--- src/hw/rtl/ctd_pkg.sv ---
// ----------------------------------------------------------------------------
// Cartesian tree depth package
// Shared widths, word types and cell control for the depth chain.
// ----------------------------------------------------------------------------
package ctd_pkg;

	localparam int MAX_ITEMS  = 64;
	localparam int VALUE_BITS = 16;
	localparam int DEPTH_W    = 6;
	localparam int CNT_W      = $clog2(MAX_ITEMS + 1);
	localparam int IDX_W      = $clog2(MAX_ITEMS);

	typedef struct packed {
		logic [15:0] value;
		logic        is_final;
	} ctd_in_t;

	typedef struct packed {
		logic [DEPTH_W-1:0] depth;
		logic               end_of_run;
	} ctd_out_t;

	// A value moving along the chain, with a mark for an occupied position.
	typedef struct packed {
		logic                  vld;
		logic [VALUE_BITS-1:0] val;
	} ctd_stream_t;

	typedef struct packed {
		logic init;
		logic scan;
		logic drain;
	} ctd_ctl_t;

	typedef enum logic [3:0] {
		ST_LOAD  = 4'b0001,
		ST_INIT  = 4'b0010,
		ST_SCAN  = 4'b0100,
		ST_DRAIN = 4'b1000
	} ctd_state_t;

endpackage

--- src/hw/rtl/ctd_cell.sv ---
// ----------------------------------------------------------------------------
// Cartesian tree depth cell
// Holds one position of the sequence and counts its ancestors while values
// stream past it in both directions.
// ----------------------------------------------------------------------------
module ctd_cell
	import ctd_pkg::*;
(
	input  logic                  clk,
	input  ctd_ctl_t              ctl,
	input  logic                  wr,
	input  logic [VALUE_BITS-1:0] wr_value,
	input  logic                  occupied,
	input  ctd_stream_t           r_in,
	input  ctd_stream_t           l_in,
	input  logic [DEPTH_W-1:0]    depth_in,
	output ctd_stream_t           r_out,
	output ctd_stream_t           l_out,
	output logic [DEPTH_W-1:0]    depth_out
);

	logic [VALUE_BITS-1:0] val_q;
	logic [VALUE_BITS-1:0] max_l_q;
	logic [VALUE_BITS-1:0] max_r_q;
	ctd_stream_t           rs_q;
	ctd_stream_t           ls_q;
	logic [DEPTH_W-1:0]    depth_q;
	logic                  inc_l;
	logic                  inc_r;

	// Ties go to the leftmost position, so a left neighbor wins on equal.
	assign inc_l = r_in.vld && (r_in.val >= max_l_q);
	assign inc_r = l_in.vld && (l_in.val > max_r_q);

	always_ff @(posedge clk) begin
		if (wr) begin
			val_q <= wr_value;
		end
		if (ctl.init) begin
			rs_q    <= '{vld: occupied, val: val_q};
			ls_q    <= '{vld: occupied, val: val_q};
			max_l_q <= val_q;
			max_r_q <= val_q;
			depth_q <= '0;
		end else if (ctl.scan) begin
			rs_q    <= r_in;
			ls_q    <= l_in;
			if (inc_l) begin
				max_l_q <= r_in.val;
			end
			if (inc_r) begin
				max_r_q <= l_in.val;
			end
			depth_q <= depth_q + DEPTH_W'(inc_l) + DEPTH_W'(inc_r);
		end else if (ctl.drain) begin
			depth_q <= depth_in;
		end
	end

	assign r_out     = rs_q;
	assign l_out     = ls_q;
	assign depth_out = depth_q;

endmodule

--- config.mk ---
export PLATFORM = sky130hd
export DESIGN_NAME = ctd_cell
export DESIGN_NICKNAME = d
export VERILOG_FILES = /design/src/hw/rtl/ctd_pkg.sv /design/src/hw/rtl/ctd_cell.sv
export SDC_FILE = /design/constraint.sdc
export NUM_CORES = 1
export LEC_CHECK = 0
export BUFFER_PORTS_ARGS = -buffer_cell sky130_fd_sc_hd__buf_2
export CAP_MARGIN = 20
export CELL_PAD_IN_SITES_DETAIL_PLACEMENT = 1
export CELL_PAD_IN_SITES_GLOBAL_PLACEMENT = 1
export CORE_ASPECT_RATIO = 1.4
export CORE_MARGIN = 5
export CORE_UTILIZATION = 30
export DETAILED_ROUTE_END_ITERATION = 10
export PLACE_DENSITY_LB_ADDON = 0.1
export SLEW_MARGIN = 20
export SYNTH_ARGS = -nofsm -noshare
export SYNTH_HDL_FRONTEND = slang
export SYNTH_SLANG_ARGS = --single-unit
--- constraint.sdc ---
create_clock -name clk -period 6.5 [get_ports clk]
set_clock_uncertainty 0.2 [all_clocks]
set_input_delay 0.325 -clock clk [delete_from_list [all_inputs] [get_ports clk]]
set_output_delay 0.325 -clock clk [all_outputs]
set_load 0.01 [all_outputs]
==> flow_metrics.env, run 1 <==
export IMPL_status="complete, no violations"
export IMPL_power_per_cell_area_nw_per_um2=275
export IMPL_slew_violations=0
export IMPL_grt_total_usage=0.136
export IMPL_wl_per_cell_um=16.1
export IMPL_dieArea_um2=15800
export IMPL_die_w_um=108
export IMPL_antenna_cells=0
export IMPL_grt_ovfl_total=0
export IMPL_remaining_drc_errors=0
export IMPL_port_buffers=101
export IMPL_finalSetupViolations=0
export IMPL_globalplace_congestion=0.757
export IMPL_fin_nets=549
export IMPL_synthDistinctLibCells=32
export IMPL_met3_usage=0.0382
export IMPL_hold_path_class="in -> reg"
export IMPL_wl_um=10300
export IMPL_synthesis_area_um2=4020
export IMPL_fmax_ghz=0.312
export IMPL_area_growth_pct=29.6
export IMPL_tightest_slew_ns=0.964
export IMPL_start_kind="register"
export IMPL_holdPathStages=3
export IMPL_drive_gt1_frac=0.258
export IMPL_fin_tns_setup_ns=0
export IMPL_power_leakage_nw=2.37
export IMPL_dr_first_iter_drc_count=69
export IMPL_period_minus_slack_ns=3.20
export IMPL_syn_inst=331
export IMPL_syn_nets=427
export IMPL_grt_pass1_wl_um=16100
export IMPL_rsz0062_at_grt="no"
export IMPL_crit_fanout=3
export IMPL_synth_top_cell_area_share=0.613
export IMPL_antenna_found_initial=0
export IMPL_endpoint_kind="register"
export IMPL_fill_cells=1524
export IMPL_insertion_delay_ns=0.34
export IMPL_regArea_um2=2580
export IMPL_start_util=0.303
export IMPL_io_pins=102
export IMPL_synth_ff_type="edfxtp_1"
export IMPL_avgSynthCellArea_um2=12.1
export IMPL_rows=50
export IMPL_vias=2804
export IMPL_path_clk_slew_ns=0.06
export IMPL_ys_warnings_count=0
export IMPL_cts_root_buffer="clkbuf_16"
export IMPL_irDropWorstVdd_uv=112
export IMPL_hold_viol=0
export IMPL_ctsResizeCount=0
export IMPL_firstDrtPassIters=4
export IMPL_cap_violations=0
export IMPL_yosysSeqAreaShare=0.643
export IMPL_final_util=0.392
export IMPL_viasPerCell=4.38
export IMPL_synth_edf_count=82
export IMPL_slew_headroom=0.357
export IMPL_reg2reg_from="max_r_q[14]"
export IMPL_cts_tree="yes"
export IMPL_async_flop_share=0
export IMPL_clockBufferDepth=2
export IMPL_dieHeight_um=147
export IMPL_grtUsageMet2=0.248
export IMPL_cts_buffers_inserted=9
export IMPL_ant_nets=0
export IMPL_htreeDepth=3
export IMPL_core_um2=13300
export IMPL_synth_most_common_cell="edfxtp_1"
export IMPL_criticalPathCategory="reg -> reg"
export IMPL_hpwl_um=7630
export IMPL_synth_top_area_cell="edfxtp_1"
export IMPL_critical_path_arrival_ns=3.21
export IMPL_cts_sinks=88
export IMPL_required_ns=6.51
export IMPL_synth_seq_cells=88
export IMPL_synth_top_cells_by_count="82 x edfxtp_1, 69 x inv_1, 39 x o21ai_0"
export IMPL_grtUsageMet1=0.150
export IMPL_worstRegToRegCells=13
export IMPL_synth_top_cells_by_area="edfxtp_1 61%, ha_1 10%, inv_1 6.5%, o21ai_0 4.9%, dfxtp_1 3.0%"
export IMPL_multiInputGateArea_um2=1150
export IMPL_whs_ns=0.0140
export IMPL_period_share=0.493
export IMPL_worstSetupEndpoint="depth_out[5]"
export IMPL_worstReg2RegEnd="depth_out[5]"
export IMPL_worst_r2r_setup_slack_ns=3.30
export IMPL_grt_max_degree=61
export IMPL_crit_start="max_r_q[14]"
export IMPL_grt_busiest_layer="met2"
export IMPL_grt_pass1_vias=3126
[worst max-delay path, stage by stage, from the launching register on]
cell and delay, ns:
edfxtp_1 0.33, inv_1 0.04, ha_1 0.30, nand4_1 0.16, nor4_1 0.40, o21ai_1 0.13, nand3_1 0.13, nand2_1 0.08
fa_1 0.42, and3b_1 0.28, nand3_1 0.11, a21o_1 0.19, a221oi_1 0.23, nor2_1 0.06
[cell usage in the layout, fill, tap and decap left out, types with 6 or more instances in the layout]
| master | count |
|---|---|
| a21oi_1 | 15 |
| o21ai_0 | 39 |
| edfxtp_1 | 82 |
| inv_1 | 69 |
| dfxtp_1 | 6 |
| dlygate4sd3_1 | 16 |
| buf_2 | 101 |
| nor2_1 | 10 |
| clkbuf_16 | 9 |
| nand2_1 | 28 |
| ha_1 | 33 |
[area by class of cell]
cell class / count / area share
clock buffers: 10 / 0.0440
clock inverters: 6 / 0.0161
inverters: 69 / 0.0498
multi-input cells: 167 / 0.221
flip-flops and latches: 88 / 0.496
well taps: 182 / 0.0438
repair buffers: 118 / 0.129
[sequential cells by signal, summed over array words and instances, names as in the netlist]
signal     cells
val_q         16
r_out         17
depth_out      6
l_out         17
max_l_q       16
max_r_q       16
[power breakdown]
| group | switching, mW | leakage [nW] | internal (mW) |
|---|---|---|---|
| Clock | 0.214 | 0.146 | 0.335 |
| Sequential | 0.0148 | 0.879 | 0.681 |
| Combinational | 0.112 | 1.34 | 0.0759 |
| Total | 0.340 | 2.37 | 1.09 |
[how the worst min path moves through the flow]
| stage | startpoint | endpoint | slack [ns] |
|---|---|---|---|
| global route | depth_in[2] | depth_out[2] | 0.01 |
| floorplan | wr_value[0] | val_q[0] | 0.22 |
| detailed placement | wr_value[12] | val_q[12] | 0.30 |
| CTS | depth_in[2] | depth_out[2] | 0.008 |
| global placement | wr_value[15] | val_q[15] | 0.30 |
| finish | depth_in[2] | depth_out[2] | 0.01 |
[routing by layer]
layer,routed length (µm),vias to the layer above
met1,4240,1317
met3,542,9
met4,142,0
met2,5390,71
met5,0,-
li1,-,1407
[per-stage QoR]
step | total power [mW] | std cells | worst slack, ns | instance area (µm²)
2_1_floorplan | 0.804 | 331 | 3.62 | 4020
3_3_place_gp | 0.892 | 608 | 3.34 | 4730
3_5_place_dp | 0.896 | 608 | 3.18 | 4730
4_1_cts | 1.46 | 640 | 3.25 | 5200
5_1_grt | 1.51 | 640 | 2.93 | 5200
6_report | 1.43 | 640 | 3.30 | 5200
[what timing repair did]
item                                    CTS  global route
hold buffers                             16             0
buffers inserted                          0             0
endpoints found under the hold margin    16             0
endpoints found under the setup margin    0             0
[kinds of logic after synthesis]
logic type,share of synthesized area
and+or+nand+nor,0.0661
DFF,0.643
adders and majority gates,0.108
muxes,0.00249
AOI/OAI and AO/OA,0.109
buffers and inverters,0.0711
(Power assumes the default switching activity.)
==> run 2, diff against run 1 <==
- clock period: 6.5 -> 2.55 ns (I/O delays scaled with it)
==> flow_metrics.env, run 2 (synthesis gave the netlist of run 1 again) <==
export IMPL_die_w_um=108
export IMPL_finalSetupViolations=5
export IMPL_layout_commonest_cell="buf_2"
export IMPL_fmax_ghz=0.343
export IMPL_grt_pass1_vias=3326
export IMPL_clockBufferDepth=2
export IMPL_violations="hold timing, setup timing"
export IMPL_globalplace_congestion=0.815
export IMPL_fin_nets=579
export IMPL_core_um2=13300
export IMPL_rsz0062_at_grt="yes"
export IMPL_dieHeight_um=147
export IMPL_ant_nets=0
export IMPL_fill_cells=1503
export IMPL_critical_path_arrival_ns=2.94
export IMPL_power_per_cell_area_nw_per_um2=673
export IMPL_remaining_drc_errors=0
export IMPL_stdcell_area_um2=5580
export IMPL_hold_viol=3
export IMPL_wl_um=11300
export IMPL_crit_fanout=3
export IMPL_antenna_found_initial=0
export IMPL_setup_slack_ns=-0.366
export IMPL_rows=50
export IMPL_drive_gt1_frac=0.322
export IMPL_place_area_um2=4910
export IMPL_cts_root_buffer="clkbuf_16"
export IMPL_fin_tns_setup_ns=-1.10
export IMPL_antenna_cells=0
export IMPL_hold_path_class="in -> reg"
export IMPL_area_growth_pct=39.0
export IMPL_slew_violations=0
export IMPL_criticalPathCategory="reg -> reg"
export IMPL_period_minus_slack_ns=2.92
export IMPL_endpoint_kind="register"
export IMPL_cap_violations=0
export IMPL_viasPerCell=4.45
export IMPL_start_util=0.303
export IMPL_whs_ns=-0.0116
export IMPL_period_share=1.14
export IMPL_grt_pass1_wl_um=17700
export IMPL_htreeDepth=3
export IMPL_dieArea_um2=15800
export IMPL_wl_per_cell_um=16.8
export IMPL_dr_first_iter_drc_count=94
export IMPL_hpwl_um=8450
export IMPL_port_buffers=101
export IMPL_tightest_slew_ns=0.507
export IMPL_grt_ovfl_total=0
export IMPL_status="complete, but fails checks"
export IMPL_layout_common_cells="101 x buf_2, 82 x edfxtp_1, 65 x inv_1"
export IMPL_insertion_delay_ns=0.34
export IMPL_pre_cts_slack_ns=-0.444
export IMPL_power_leakage_nw=2.52
export IMPL_io_pins=102
export IMPL_cts_tree="yes"
export IMPL_slew_headroom=0.662
export IMPL_start_kind="register"
export IMPL_path_clk_slew_ns=0.07
export IMPL_grt_total_usage=0.147
export IMPL_grt_max_degree=25
export IMPL_firstDrtPassIters=4
export IMPL_cts_buffers_inserted=9
export IMPL_irDropWorstVdd_uv=271
export IMPL_final_util=0.421
export IMPL_cts_sinks=88
export IMPL_vias=2980
export IMPL_required_ns=2.58
## run 2: cell count changes in the layout (fill, tap and decap cells not counted), moves of 4 or more
cell	before	now
ha_1	33	29
dlygate4sd3_1	16	25
inv_2	0	4
ha_4	0	4
inv_1	69	65
buf_4	1	20
## run 2: what timing repair did
action                                  in CTS  in global routing
pin swaps                                    6                  1
hold buffers                                25                  0
setup buffers                                3                  0
endpoints found under the setup margin       6                 22
endpoints found under the hold margin       25                  0
gates resized for setup                     14                  2
## run 2: worst paths after layout
kind                              startpoint           end  slack (ns)  cells past startpoint
worst max-delay path             max_r_q[14]  depth_out[5]       -0.37                     13
worst min-delay path                l_in[16]     l_out[16]       -0.01                      3
worst max register to register   max_r_q[14]  depth_out[5]       -0.37                     13
worst min register to register  depth_out[5]  depth_out[5]        0.36                      2
## run 2: report_power, final
| group | total [mW] | switching [mW] | internal, mW |
|---|---|---|---|
| logic | 0.563 | 0.315 | 0.248 |
| registers | 1.78 | 0.0399 | 1.74 |
| clock network | 1.42 | 0.559 | 0.860 |
| total | 3.76 | 0.914 | 2.84 |
## run 2: worst max-delay path, stage by stage, from the launching register on
cell and delay (ns):
edfxtp_1 0.35, inv_2 0.05, ha_4 0.26, nand4_1 0.20
nor4_2 0.24, o21ai_1 0.14, nand3_1 0.13, nand2_2 0.08
fa_2 0.35, and3b_2 0.28, nand3_2 0.10, a21o_1 0.18
a221oi_2 0.20, nor2_1 0.06
## run 2: stage by stage
step           power, mW  std cells
3_5_place_dp        2.32        626
6_report            3.76        670
4_1_cts             3.81        670
3_3_place_gp        2.31        626
5_1_grt             3.94        670
2_1_floorplan       2.05        331
## run 2: final cells by class
type	count	area, µm²	share of cell area
Clock buffer	11	233	0.0417
Clock inverter	5	81.3	0.0146
Inverter	69	259	0.0464
Multi-Input combinational cell	167	1250	0.225
Sequential cell	88	2580	0.463
Tap cell	182	228	0.0408
Timing Repair Buffer	148	946	0.169
## run 2: per-layer routing
| metal | share of wire | vias to the layer above | track usage | routed length, µm |
|---|---|---|---|---|
| li1 | - | 1463 | - | - |
| met1 | 0.39 | 1430 | 0.165 | 4450 |
| met2 | 0.53 | 75 | 0.266 | 6020 |
| met3 | 0.051 | 12 | 0.0356 | 578 |
| met4 | 0.021 | 0 | 0.0562 | 237 |
| met5 | 0 | - | 0 | 0 |
